`src/pae_pkg.sv`:
```
// shared types, operation codes and character constants of the expression evaluator
package pae_pkg;

   localparam int DEPTH_DEFAULT = 16;
   localparam int WORD_WIDTH = 32;
   localparam int QUEUE_DEPTH = 2;

   localparam logic [7:0] CHAR_ZERO  = 8'h30;
   localparam logic [7:0] CHAR_NINE  = 8'h39;
   localparam logic [7:0] CHAR_PLUS  = 8'h2b;
   localparam logic [7:0] CHAR_MINUS = 8'h2d;
   localparam logic [7:0] CHAR_OPEN  = 8'h28;
   localparam logic [7:0] CHAR_CLOSE = 8'h29;

   localparam int OP_WIDTH = 3;
   localparam logic [OP_WIDTH-1:0] OP_IGNORE = 3'd0;
   localparam logic [OP_WIDTH-1:0] OP_DIGIT  = 3'd1;
   localparam logic [OP_WIDTH-1:0] OP_PLUS   = 3'd2;
   localparam logic [OP_WIDTH-1:0] OP_MINUS  = 3'd3;
   localparam logic [OP_WIDTH-1:0] OP_OPEN   = 3'd4;
   localparam logic [OP_WIDTH-1:0] OP_CLOSE  = 3'd5;

   typedef struct packed {
      logic [7:0] character;
      logic       last_char;
   } req_type;

   typedef struct packed {
      logic signed [WORD_WIDTH-1:0] total;
      logic                         error;
   } rsp_type;

   typedef struct packed {
      logic [OP_WIDTH-1:0] op;
      logic [3:0]          digit;
      logic                last;
   } op_item_type;

endpackage

```
`src/pae_front.sv`:
```
// front end: classifies each character and queues the decoded operation
module pae_front
   import pae_pkg::*;
(
   input  logic        clock,
   input  logic        reset,
   input  logic        req_valid,
   output logic        req_ready,
   input  req_type     req_payload,
   output logic        op_valid,
   input  logic        op_ready,
   output op_item_type op_item
);

   localparam int PW = $clog2(QUEUE_DEPTH);
   localparam int CW = $clog2(QUEUE_DEPTH + 1);

   op_item_type       decoded;
   op_item_type       entry_ff [QUEUE_DEPTH];
   logic [PW-1:0]     wr_ptr_ff, wr_ptr_in;
   logic [PW-1:0]     rd_ptr_ff, rd_ptr_in;
   logic [CW-1:0]     count_ff, count_in;
   logic              push, pop;

   // character decode
   always_comb begin
      decoded.digit = 4'(req_payload.character - CHAR_ZERO);
      decoded.last  = req_payload.last_char;
      if (req_payload.character >= CHAR_ZERO && req_payload.character <= CHAR_NINE) begin
         decoded.op = OP_DIGIT;
      end else if (req_payload.character == CHAR_PLUS) begin
         decoded.op = OP_PLUS;
      end else if (req_payload.character == CHAR_MINUS) begin
         decoded.op = OP_MINUS;
      end else if (req_payload.character == CHAR_OPEN) begin
         decoded.op = OP_OPEN;
      end else if (req_payload.character == CHAR_CLOSE) begin
         decoded.op = OP_CLOSE;
      end else begin
         decoded.op = OP_IGNORE;
      end
   end

   assign req_ready = (count_ff != CW'(QUEUE_DEPTH));
   assign op_valid  = (count_ff != '0);
   assign op_item   = entry_ff[rd_ptr_ff];
   assign push      = req_valid && req_ready;
   assign pop       = op_valid && op_ready;

   always_comb begin
      wr_ptr_in = wr_ptr_ff;
      rd_ptr_in = rd_ptr_ff;
      count_in  = count_ff;
      if (push) begin
         wr_ptr_in = (wr_ptr_ff == PW'(QUEUE_DEPTH - 1)) ? '0 : wr_ptr_ff + 1'b1;
      end
      if (pop) begin
         rd_ptr_in = (rd_ptr_ff == PW'(QUEUE_DEPTH - 1)) ? '0 : rd_ptr_ff + 1'b1;
      end
      if (push && !pop) begin
         count_in = count_ff + 1'b1;
      end else if (pop && !push) begin
         count_in = count_ff - 1'b1;
      end
   end

   always_ff @(posedge clock) begin
      if (reset) begin
         wr_ptr_ff <= '0;
         rd_ptr_ff <= '0;
         count_ff  <= '0;
      end else begin
         wr_ptr_ff <= wr_ptr_in;
         rd_ptr_ff <= rd_ptr_in;
         count_ff  <= count_in;
      end
   end

   always_ff @(posedge clock) begin
      if (push) begin
         entry_ff[wr_ptr_ff] <= decoded;
      end
   end

endmodule

```
`src/pae_back.sv`:
```
// back end: executes decoded operations on the sums and the parenthesis stack
module pae_back
   import pae_pkg::*;
#(
   parameter int DEPTH = DEPTH_DEFAULT
)
(
   input  logic        clock,
   input  logic        reset,
   input  logic        op_valid,
   output logic        op_ready,
   input  op_item_type op_item,
   output logic        rsp_valid,
   input  logic        rsp_ready,
   output rsp_type     rsp_payload
);

   localparam int LW = $clog2(DEPTH + 1);
   localparam int AW = (DEPTH > 1) ? $clog2(DEPTH) : 1;
   localparam int SW = WORD_WIDTH + 1;

   logic [WORD_WIDTH-1:0] sum_ff, sum_in;
   logic [WORD_WIDTH-1:0] cur_ff, cur_in;
   logic                  neg_ff, neg_in;
   logic [LW-1:0]         level_ff, level_in;
   logic                  err_ff, err_in;
   logic [SW-1:0]         tos_ff, tos_in;
   logic [SW-1:0]         below_ff;
   logic [SW-1:0]         mem [DEPTH];
   logic                  rsp_valid_ff, rsp_valid_in;
   rsp_type               rsp_payload_ff, rsp_payload_in;

   logic                  fire;
   logic [WORD_WIDTH-1:0] folded;
   logic [WORD_WIDTH-1:0] final_sum;
   logic                  final_err;
   logic                  wr_en;
   logic [AW-1:0]         wr_addr;
   logic [SW-1:0]         wr_data;
   logic [LW-1:0]         rd_level;
   logic [AW-1:0]         rd_addr;

   // a last item needs a free output slot
   assign op_ready    = !op_item.last || !rsp_valid_ff || rsp_ready;
   assign fire        = op_valid && op_ready;
   assign folded      = sum_ff + (neg_ff ? (WORD_WIDTH'(0) - cur_ff) : cur_ff);
   assign rsp_valid   = rsp_valid_ff;
   assign rsp_payload = rsp_payload_ff;

   always_comb begin
      sum_in   = sum_ff;
      cur_in   = cur_ff;
      neg_in   = neg_ff;
      level_in = level_ff;
      err_in   = err_ff;
      tos_in   = tos_ff;
      wr_en    = 1'b0;
      wr_addr  = level_ff[AW-1:0];
      wr_data  = {neg_ff, folded};
      if (fire) begin
         case (op_item.op)
            OP_DIGIT: begin
               cur_in = (cur_ff << 3) + (cur_ff << 1) + WORD_WIDTH'(op_item.digit);
            end
            OP_PLUS, OP_MINUS: begin
               sum_in = folded;
               cur_in = '0;
               neg_in = (op_item.op == OP_MINUS);
            end
            OP_OPEN: begin
               sum_in = folded;
               cur_in = '0;
               if (level_ff == LW'(DEPTH)) begin
                  err_in = 1'b1;
               end else begin
                  wr_en    = 1'b1;
                  tos_in   = wr_data;
                  level_in = level_ff + 1'b1;
                  sum_in   = '0;
                  neg_in   = 1'b0;
               end
            end
            OP_CLOSE: begin
               sum_in = folded;
               cur_in = '0;
               neg_in = 1'b0;
               if (level_ff == '0) begin
                  err_in = 1'b1;
               end else begin
                  level_in = level_ff - 1'b1;
                  sum_in   = tos_ff[WORD_WIDTH-1:0] +
                             (tos_ff[WORD_WIDTH] ? (WORD_WIDTH'(0) - folded) : folded);
                  // entry below the top becomes the new top
                  tos_in   = below_ff;
               end
            end
            default: begin
            end
         endcase
      end
   end

   // end of expression: fold what is pending and flag an error or unbalanced nesting
   assign final_sum = sum_in + (neg_in ? (WORD_WIDTH'(0) - cur_in) : cur_in);
   assign final_err = err_in || (level_in != '0);

   always_comb begin
      rsp_payload_in = rsp_payload_ff;
      rsp_valid_in   = rsp_valid_ff && !rsp_ready;
      if (fire && op_item.last) begin
         rsp_valid_in         = 1'b1;
         rsp_payload_in.total = final_err ? '0 : $signed(final_sum);
         rsp_payload_in.error = final_err;
      end
   end

   // keep the entry two below the next level prefetched
   assign rd_level = level_in - LW'(2);
   assign rd_addr  = rd_level[AW-1:0];

   always_ff @(posedge clock) begin
      if (reset) begin
         sum_ff       <= '0;
         cur_ff       <= '0;
         neg_ff       <= 1'b0;
         level_ff     <= '0;
         err_ff       <= 1'b0;
         rsp_valid_ff <= 1'b0;
      end else begin
         rsp_valid_ff <= rsp_valid_in;
         if (fire && op_item.last) begin
            sum_ff   <= '0;
            cur_ff   <= '0;
            neg_ff   <= 1'b0;
            level_ff <= '0;
            err_ff   <= 1'b0;
         end else begin
            sum_ff   <= sum_in;
            cur_ff   <= cur_in;
            neg_ff   <= neg_in;
            level_ff <= level_in;
            err_ff   <= err_in;
         end
      end
   end

   always_ff @(posedge clock) begin
      tos_ff         <= tos_in;
      rsp_payload_ff <= rsp_payload_in;
   end

   always_ff @(posedge clock) begin
      if (wr_en) begin
         mem[wr_addr] <= wr_data;
      end
      below_ff <= mem[rd_addr];
   end

   assert property (@(posedge clock) disable iff (reset)
      level_ff <= LW'(DEPTH))
      else $error("nesting level beyond stack depth");

   assert property (@(posedge clock) disable iff (reset)
      rsp_valid_ff && rsp_payload_ff.error |-> rsp_payload_ff.total == '0)
      else $error("error result carries a nonzero total");

   assert property (@(posedge clock) disable iff (reset)
      fire && op_item.last |=> level_ff == '0 && sum_ff == '0 && cur_ff == '0 && !err_ff)
      else $error("state not cleared after end of expression");

   assert property (@(posedge clock) disable iff (reset)
      fire && !op_item.last && op_item.op == OP_OPEN && level_ff != LW'(DEPTH)
      |=> level_ff == $past(level_ff) + 1'b1 && sum_ff == '0)
      else $error("open parenthesis did not push");

   assert property (@(posedge clock) disable iff (reset)
      rsp_valid_ff && !rsp_ready |=> rsp_valid_ff)
      else $error("pending result dropped");

endmodule

```
`src/paren_add_sub_expression_evaluator.sv`:
```
// top level of the add/subtract expression evaluator with parentheses
//
// usage:
//  - req channel: one ascii character per request, last_char marks the end of
//    an expression; digits build a number, + and - set the sign of the next
//    term, ( and ) nest, everything else is ignored
//  - rsp channel: one result per expression, total (32-bit, wraps) and error
//    (unbalanced parentheses or nesting deeper than DEPTH); total is 0 on error
//  - throughput: one request per cycle while each last character finds a free
//    output slot; set by the back end execute step and its stack top register
//  - the last request is written into the queue, then executes from there
//    straight into the output register, where the result becomes valid
//  - a 2-entry queue separates decode from execute, and the result sits in an
//    output register, so requests keep flowing while a result waits
//  - when rsp_ready is low with a result pending, the next last character
//    waits in the queue; once the queue fills, req_ready drops
//  - reset is synchronous and active high; it empties the queue, drops any
//    pending result and clears the sums and nesting level; stack memory is
//    not cleared and needs no clearing pass
module paren_add_sub_expression_evaluator
   import pae_pkg::*;
#(
   parameter int DEPTH = DEPTH_DEFAULT
)
(
   input  logic    clock,
   input  logic    reset,
   input  logic    req_valid,
   output logic    req_ready,
   input  req_type req_payload,
   output logic    rsp_valid,
   input  logic    rsp_ready,
   output rsp_type rsp_payload
);

   // decoded operation stream between front and back
   logic        op_valid;
   logic        op_ready;
   op_item_type op_item;

   pae_front u_front (
      .clock       (clock),
      .reset       (reset),
      .req_valid   (req_valid),
      .req_ready   (req_ready),
      .req_payload (req_payload),
      .op_valid    (op_valid),
      .op_ready    (op_ready),
      .op_item     (op_item)
   );

   pae_back #(
      .DEPTH (DEPTH)
   ) u_back (
      .clock       (clock),
      .reset       (reset),
      .op_valid    (op_valid),
      .op_ready    (op_ready),
      .op_item     (op_item),
      .rsp_valid   (rsp_valid),
      .rsp_ready   (rsp_ready),
      .rsp_payload (rsp_payload)
   );

endmodule

```
`config.mk`:
```
export PLATFORM = sky130hd
export DESIGN_NAME = paren_add_sub_expression_evaluator
export DESIGN_NICKNAME = d
export VERILOG_FILES = /design/src/pae_pkg.sv /design/src/pae_front.sv /design/src/pae_back.sv /design/src/paren_add_sub_expression_evaluator.sv
export SDC_FILE = /design/constraint.sdc
export NUM_CORES = 1
export LEC_CHECK = 0
export ABC_AREA = 1
export BUFFER_PORTS_ARGS = -buffer_cell sky130_fd_sc_hd__buf_2
export CORE_UTILIZATION = 55
export DETAILED_ROUTE_END_ITERATION = 8
export PLACE_DENSITY = 0.71
export SYNTH_ARGS = -nofsm -noshare
export SYNTH_HDL_FRONTEND = slang
export SYNTH_SLANG_ARGS = --single-unit
```
`constraint.sdc`:
```
create_clock -name clock -period 8 [get_ports clock]
set_input_delay 0.8 -clock clock [delete_from_list [all_inputs] [get_ports clock]]
set_output_delay 0.8 -clock clock [all_outputs]
set_load 0.01 [all_outputs]
```
* Yosys cells after proc, flatten, opt, wreduce, memory -nomap -nowiden
Memories as Yosys holds them, arrays and structs flattened. A register that Yosys moved wholly into a read port is not among the register bits.
Cells that the tools add are included.
** Word-level totals
- Register bits :: 142
- Memory bits (writable) :: 544
- Input port bits :: 13
- Output and inout port bits :: 35
- Memories kept :: 2
** Operators by class
- Add/sub/neg operators :: 16
- Order comparisons :: 2
- Equality and inequality tests :: 13
- Mux-type cells :: 42
- Reduce and logical (&&, ||, !) cells :: 24
** Memories
- u_back.mem :: words 16, bits a word 33, read ports 1, clocked after memory_dff 1, write ports 1, line pae_back.sv:29 : logic [SW-1:0] mem [DEPTH];
- u_front.entry_ff :: words 2, bits a word 8, read ports 1, clocked after memory_dff 1, write ports 1, line pae_front.sv:19 : op_item_type entry_ff [QUEUE_DEPTH];
** Operator list (count)
- two-way mux 32 bit :: 7
- adder 32 bit :: 4
- one-hot mux 32 bit (3 select lines) :: 1
- subtractor 1 x 32 -> 32 bit (first input constant) :: 3
- two-way mux 33 bit :: 2
- one-hot mux 33 bit (2 select lines) :: 1
- one-hot mux 32 bit (2 select lines) :: 1
- adder 32 x 4 -> 32 bit :: 1
- equality test 8 x 6 -> 1 bit (second input constant) :: 4
- two-way mux 1 bit :: 17
- two-way mux 3 bit :: 5
- two-way mux 5 bit :: 3
- one-hot mux 5 bit (2 select lines) :: 1
- >= comparator 8 x 6 -> 1 bit (second input constant) :: 1
- <= comparator 8 x 6 -> 1 bit (second input constant) :: 1
- logical AND 1 bit :: 7
- equality test 3 x 2 -> 1 bit (second input constant) :: 2
- equality test 3 bit (second input constant) :: 2
- inequality test 2 bit (second input constant) :: 3
- nonzero test 2 bit :: 3
- adder 5 x 1 -> 5 bit (second input constant) :: 1
- equality test 5 bit (second input constant) :: 1
- logical NOT 1 bit :: 5
- logical NOT 5 bit :: 1
- 15 further kinds :: 20

* Logic depth before layout (Yosys ltp)
Gate-level depths: netlist (run 1).
- Word-level depth :: 10
- Mapped depth :: 61
- Gate-level depth less buffers :: 61

* Modules after synthesis
Synthesis (run 1) repeated with hierarchy kept, for this count alone.
** Unflattened totals
- Cells, all modules :: 4149
- Area total of the unflattened synthesis :: 38349.3 um2
** Modules (own cells, without submodules)
- pae_back :: instances 1, cells an instance 4075, area an instance 37463.4 um2, seq. area each 19939.1 um2
- pae_front :: instances 1, cells an instance 74, area an instance 885.8 um2, seq. area each 580.6 um2

* Least setup slack after synthesis (run 1)
Ideal clock, no wire load.
- Kind :: reg-to-reg
- Start :: register u_back.neg_ff
- End :: register u_back.rsp_payload_ff (netlist bit u_back.rsp_payload[32]) (data pin)
- Arrival :: 6754 ps
- Data required time :: 7747 ps
- Setup slack :: 993 ps
- Cell stages (with the launch flop) :: 53
- Path buffers :: 2
- Period minus slack after synthesis :: 7007 ps
- Cells stage by stage :: dfxtp_1 -> clkbuf_1 -> buf_1 -> nand2_1 -> xor2_1 -> ha_1 -> nand2_1 -> nand2_1 -> inv_1 -> nand2_1 -> nand2_1 -> nand2_1 -> inv_1 -> nand3_1 -> nor2_1 -> nand2_1 -> nor2_1 -> nand3_1 -> [17 not listed] -> o211ai_1 -> o21ai_0 -> inv_1 -> ha_1 -> nand2_1 -> nor2_1 -> inv_1 -> nor3_1 -> nand2_1 -> o21ai_0 -> nand2_1 -> nand4_1 -> nand2_1 -> nand3b_1 -> nand2_1 -> nand2_1 -> nand2_1 -> nor2_1
** Between the ends
- Cells in the longest elaborated chain, start to end :: 9
** RTL lines
- start, declared :: line pae_back.sv:24 : logic neg_ff, neg_in;
- start signal, assigned :: line pae_back.sv:140 : neg_ff <= neg_in;
- two-way mux 32 bit (*) :: line pae_back.sv:46 : assign folded = sum_ff + (neg_ff ? (WORD_WIDTH'(0) - cur_ff) : cur_ff);
- adder 32 bit (*) :: line pae_back.sv:46
- net u_back.folded[3] :: line pae_back.sv:34 : logic [WORD_WIDTH-1:0] folded;
- subtractor 1 x 32 -> 32 bit :: line pae_back.sv:92 : (tos_ff[WORD_WIDTH] ? (WORD_WIDTH'(0) - folded) : folded);
- two-way mux 32 bit (*) :: line pae_back.sv:92
- adder 32 bit (*) :: line pae_back.sv:91 : sum_in = tos_ff[WORD_WIDTH-1:0] +
- two-way mux 32 bit (*) :: line pae_back.sv:87 : if (level_ff == '0) begin
- one-hot mux 32 bit (3 select lines) (*) :: line pae_back.sv:61 : case (op_item.op)
- two-way mux 32 bit (*) :: line pae_back.sv:60 : if (fire) begin
- net u_back.sum_in[25] :: line pae_back.sv:22 : logic [WORD_WIDTH-1:0] sum_ff, sum_in;
- adder 32 bit (*) :: line pae_back.sv:104 : assign final_sum = sum_in + (neg_in ? (WORD_WIDTH'(0) - cur_in) : cur_in);
- end signal, assigned :: line pae_back.sv:149 : rsp_payload_ff <= rsp_payload_in;
- end, declared :: line pae_back.sv:31 : rsp_type rsp_payload_ff, rsp_payload_in;
The timed path passes the listed nets; every way through them passes the cells marked *.
A chain may end at the register's enable or synchronous reset.

* Worst setup path after layout (run 1)
Ends and elaborated chain as after synthesis.

==> reports/summary.txt, run 1 <==
setup TNS: 0 ns
wire per inst: 21.5 um
LEAKAGE: 17.7 nW
Rows: 96
combinational share of power: 47.8%
final hold vios: 0
RSZ-0062 raised after global routing: yes
Final nets: 4444
run status: finished, final reports clean
net count after synthesis: 4337
Post-synth top cells: nand2_1, edfxtp_1, nor2_1
CTS Buf Count: 75
final antenna-violating net count: 0
gr busiest metal: met2
Worst-Skew Late Latency: 0.64 ns
IO buf count: 47
Worst Setup Path Type: flip-flop to flip-flop
Syn Area/Cell: 9.21 sq um
crit path DAT: 8.06 ns
M1 GR Usage: 42.0%
CTS max path bufs: 3
Sw Share: 42.5%
share of layout cells above drive strength 1: 12.3%
Setup-failing EPs final: 0
worst endpoint required time: 8.39 ns
Max Transition Viols Final: 0
fin crit share: 96.0%
Post-route DRC: 0
largest net degree at the start of global routing: 140
core box area: 0.0687 sq mm
Crit Path Max Fanout: 14
Max IR drop VDD: 213 uV
Distinct cells, synth: 65
CP endpoint kind: flip-flop
Tot Pwr: 16.3 mW
ys async rst share: 0%
Total Routing Usage GR: 31.9%
via/cell ratio: 5.84
Max-slew headroom: 28.4%
Startpoint Class: flip-flop
clk sinks: 720
fmax: 130 MHz
Final min period: 7.68 ns
Post-Syn Instances: 4155
CP delay by family, top: simple AND/OR/NAND/NOR gates
Die Y: 266 um
leading area contributor after synthesis: edfxtp_1
number of synthesized flops with an enable pin: 610
initial antenna violation count: 2
first-pass GRT wire length: 171 mm
# diodes: 0
DR vias: 30700
Total Wirelength: 113 mm
Die Area: 0.0706 sq mm
CTS clock-pin slew for the worst setup and hold paths: 0.07 ns
DRT iter0 DRCs: 2838
met3 usage: 3.60%
flop and latch count out of synthesis: 720
Root Driver: clkbuf_16
top-count cell post-synth: nand2_1
P_int: 9.38 mW
vias in the first global route: 29200
# hold bufs at CTS: 0
synthesis-to-layout area growth: 12.9%
Tightest Pin Transition: 1.07 ns
CP max stage cell: dfxtp_1
Final HPWL DP: 75.3 mm
leading post-synthesis cells by cell area: edfxtp_1, nand2_1, nor2_1, dfxtp_1, ha_1
Clock Power Share: 21.2%
Yosys top cell area share: 47.9%
clk_skew: 0.0277 ns
Initial Util: 55.7%
switching power: 6.93 mW
worst hold-check path type: input pin to flip-flop
crit-path max cell delay: 0.56 ns
yosys warns: 0
met2 Track Usage GR: 53.5%
htree depth: 3
top_reg_cell synth: edfxtp_1
cell mode on critical path: nand2_1
remaining global-route overflow: 0
cell area after synthesis: 0.0383 sq mm
crit path buf inv count: 8
die width: 266 um
register area share after synthesis: 53.6%
drt pass-1 iters: 5
sequential share of power: 31.1%
CTS tree: done
pwr dens: 377 mW/mm^2
Final Wtd Congestion: 1.03
MaxCap Viol Count: 0
I/O pins: 48
==> worst paths after layout <==
check                  from                     end  slack, ns  depth (start not counted)
max reg2reg   u_back.neg_ff  u_back.rsp_payload[32]       0.32                         48
min reg2reg   u_back.err_ff           u_back.err_ff       0.46                          2
max           u_back.neg_ff  u_back.rsp_payload[32]       0.32                         48
min          req_payload[0]  u_front.entry_ff[1][0]       0.37                          1
==> worst register-to-register path, delay by kind of cell, from the launching register on <==
kind,cells,cell delay (ns)
AOI/OAI and AO/OA,9,1.43
xor gates and xnor gates,3,0.63
adders and majority gates,3,1.12
buffers and inverters,8,1.06
DFF,1,0.56
and+or+nand+nor,25,2.63
==> metrics by stage <==
stage / hold slack [ns] / worst slack (ns) / std cells / utilization (%) / area, sq um
6_report: 0.368 / 0.323 / 5254 / 62.9 / 43200
3_3_place_gp: 0.438 / -0.615 / 5097 / 58.3 / 40000
4_1_cts: 0.343 / 0.00940 / 5235 / 61.9 / 42500
2_1_floorplan: 0.424 / 0.993 / 4155 / - / 38300
5_1_grt: 0.359 / -0.226 / 5254 / 62.9 / 43200
3_5_place_dp: 0.451 / -0.492 / 5097 / 58.3 / 40000
==> final cells by class <==
cell class	instances	area [sq um]
Tap cell	931	1160
Fill cell	5804	25500
Sequential cell	720	20500
Clock inverter	41	447
Clock buffer	97	1990
Timing Repair Buffer	183	1280
Multi-Input combinational cell	2812	16000
Inverter	470	1780
==> flip-flops by register name (all words and copies together) (netlist names), named ones only <==
signal	count
u_back.mem	528
u_back.below_ff	33
u_back.rsp_payload	33
u_back.tos_ff	33
u_back.cur_ff	32
u_back.sum_ff	32
u_front.entry_ff	16
u_back.level_ff	5
u_front.count_ff	2
u_back.err_ff	1
u_back.neg_ff	1
u_back.rsp_valid	1
u_front.rd_ptr_ff	1
u_front.wr_ptr_ff	1
==> power groups by stage <==
stage          sequential, mW  clock, mW  combinational [mW]
6_report                 5.07       3.46                7.79
5_1_grt                  5.08       3.64                8.49
4_1_cts                  5.06       3.49                7.19
3_5_place_dp             5.12          0                7.12
3_3_place_gp             5.13          0                7.09
2_1_floorplan            5.08          0                4.62
==> kinds of logic (layout without fill, tap and decap cells) <==
logic type / count (synthesis) / after routing / synth area share, %
xor gates and xnor gates: 112 / 112 / 2.58
AOI/OAI and AO/OA: 978 / 978 / 14.8
DFF: 720 / 720 / 53.6
muxes: 3 / 3 / 0.0883
adders and majority gates: 169 / 169 / 5.62
and+or+nand+nor: 1550 / 1550 / 16.8
buffers and inverters: 623 / 791 / 6.45
==> layout by cell type, fill, tap and decap left out, types with 47 or more instances in the layout <==
| cell | instances |
|---|---|
| nand2_1 | 645 |
| edfxtp_1 | 610 |
| nor2_1 | 538 |
| inv_1 | 441 |
| o21ai_0 | 340 |
| a21oi_1 | 180 |
| ha_1 | 148 |
| o21ai_1 | 143 |
| buf_4 | 133 |
| nand3_1 | 128 |
| dfxtp_1 | 110 |
| xor2_1 | 95 |
| o221ai_1 | 82 |
| clkbuf_16 | 75 |
| o22ai_1 | 69 |
| o211ai_1 | 59 |
| buf_2 | 47 |
==> metal layers <==
metal  up-vias  wire length [um]
met5         -                12
met4         2              4830
met3       228              7940
met2      1182             53900
met1     14700             46300
li1      14600                 -
==> timing repair <==
item / CTS / global route
endpoints found under the setup margin: 3 / 14
resized for setup: 10 / 170
pin swaps: 1 / 43
setup buffers: 0 / 19
(Power assumes the default switching activity.)
==> inputs of run 2 (changes only) <==
Settings changed: CORE_ASPECT_RATIO set to 1.5.
==> run 2 against run 1 <==
Setup slack better by 0.14 ns. Non-clock buffer count is 69 higher. Global-route usage is 1.6 points higher. Sequential power hardly changed. Hold slack worse by 0.0088 ns. Flip-flop and latch count stayed put. Cell count is 0.49% higher. Design area is 1.4% higher. First-iteration DRC count is 9.1% lower. Clock skew is 0.0091 ns higher. Wire length is 5.0% higher. Register-to-register slack better by 0.14 ns. Critical path type unchanged. Largest cell class unchanged. Largest power group unchanged.
==> reports/summary.txt, run 2 (same netlist as run 1, synthesis figures left out) <==
final hold vios: 0
htree depth: 3
CTS max path bufs: 3
Final Wtd Congestion: 1.03
# diodes: 0
Crit Path Max Fanout: 5
CTS clock-pin slew for the worst setup and hold paths: 0.07 ns
LEAKAGE: 18.1 nW
drt pass-1 iters: 6
Largest register FFs: 528
Initial Util: 55.5%
DR vias: 31400
Die Area: 0.0707 sq mm
commonest non-fill, non-tap cells in the layout: nand2_1, edfxtp_1, nor2_1, inv_1, o21ai_0
synthesis-to-layout area growth: 14.6%
Final WS setup: 0.460 ns
largest net degree at the start of global routing: 173
core box area: 0.0689 sq mm
vias in the first global route: 30600
share of layout cells above drive strength 1: 14.5%
final antenna-violating net count: 0
die width: 217 um
CTS Buf Count: 69
Total Wirelength: 119 mm
Worst-Skew Late Latency: 0.64 ns
wire per inst: 22.5 um
remaining global-route overflow: 0
clk sinks: 720
Final min period: 7.54 ns
Setup-failing EPs final: 0
commonest non-fill, non-tap cell in the layout: nand2_1
Tightest Pin Transition: 0.936 ns
via/cell ratio: 5.94
CP delay by family, top: simple AND/OR/NAND/NOR gates
Post-route DRC: 0
Final nets: 4507
I/O pins: 48
crit path DAT: 7.92 ns
pwr dens: 388 mW/mm^2
CTS tree: done
# hold bufs at CTS: 0
run status: finished, final reports clean
IO buf count: 47
DRT iter0 DRCs: 2579
RSZ-0062 raised after global routing: yes
Max-slew headroom: 37.6%
Max IR drop VDD: 220 uV
crit-path max cell delay: 0.33 ns
cell mode on critical path: nand2_1
Rows: 118
Most flops, register: u_back.mem
crit path buf inv count: 11
worst endpoint required time: 8.39 ns
CP endpoint kind: flip-flop
Startpoint Class: flip-flop
Worst Setup Path Type: flip-flop to flip-flop
worst hold-check path type: input pin to flip-flop
Max Transition Viols Final: 0
fin crit share: 94.2%
MaxCap Viol Count: 0
Final HPWL DP: 81.1 mm
Die Y: 325 um
initial antenna violation count: 1
fill cell count: 5690
CP max stage cell: ha_1
setup TNS: 0 ns
Root Driver: clkbuf_16
dpl ws: -0.284 ns
fmax: 133 MHz
Total Routing Usage GR: 33.4%
clk_skew: 0.0368 ns
first-pass GRT wire length: 177 mm
[run 2: cell types whose count changed in the layout (fill, tap and decap cells not counted), sizes merged]
cell | before | now
bufinv | 5 | 3
buf | 183 | 252
clkinv | 30 | 21
inv | 469 | 476
clkinvlp | 7 | 4
clkbuf | 97 | 92
[run 2: final cells by class]
cell class	count	area, sq um	area share [%]
flip-flops and latches	720	20500	46.8
multi-input cells	2812	16300	37.2
clock buffers	92	1900	4.33
repair buffers	252	1820	4.15
inverters	470	1780	4.07
well taps	900	1130	2.57
clock inverters	34	372	0.848
[run 2: final timing paths]
path | cells past startpoint | from | to | slack [ns]
worst max register to register | 53 | u_back.cur_ff[0] | u_back.rsp_payload[32] | 0.46
worst min-delay path | 1 | req_payload[0] | u_front.entry_ff[0][0] | 0.36
worst min register to register | 2 | u_back.err_ff | u_back.err_ff | 0.46
worst max-delay path | 53 | u_back.cur_ff[0] | u_back.rsp_payload[32] | 0.46
[run 2: report_power, final]
part	internal [mW]	switching (mW)
clock network	1.81	1.48
logic	2.96	5.71
registers	4.86	0.207
total	9.63	7.39
[run 2: what timing repair did]
action / in CTS / in global routing
resized for setup: 9 / 243
setup buffers: 0 / 18
setup endpoints to repair: 4 / 15
pin swaps: 0 / 71
[run 2: metal layers]
| layer | vias to the layer above | GRT usage, % | wire length (um) |
|---|---|---|---|
| li1 | 14700 | - | - |
| met1 | 15000 | 35.8 | 40900 |
| met2 | 1223 | 59.4 | 60600 |
| met3 | 424 | 4.44 | 6900 |
| met4 | 2 | 25.2 | 10100 |
| met5 | - | 0 | 14 |
[run 2: per-stage QoR]
step | std cells | hold slack, ns | utilization [%] | power (mW) | instance area, sq um
final | 5280 | 0.359 | 63.6 | 17.0 | 43800
after global routing | 5280 | 0.356 | 63.6 | 17.8 | 43800
after global placement | 5136 | 0.441 | 58.7 | 12.8 | 40500
after CTS | 5262 | 0.328 | 62.1 | 16.1 | 42800
after detailed placement | 5136 | 0.448 | 58.7 | 12.8 | 40500
after floorplan | 4155 | 0.424 | - | 9.70 | 38300
[run 2: worst register-to-register path, delay by kind of cell (launching register included)]
family | cells | cell delay (ns)
flip-flops | 1 | 0.31
AO/OA/AOI/OAI | 10 | 1.47
buffers and inverters | 11 | 1.02
adder cells (fa/ha/maj) | 4 | 1.12
AND/OR/NAND/NOR | 26 | 3.13
XOR/XNOR | 2 | 0.27
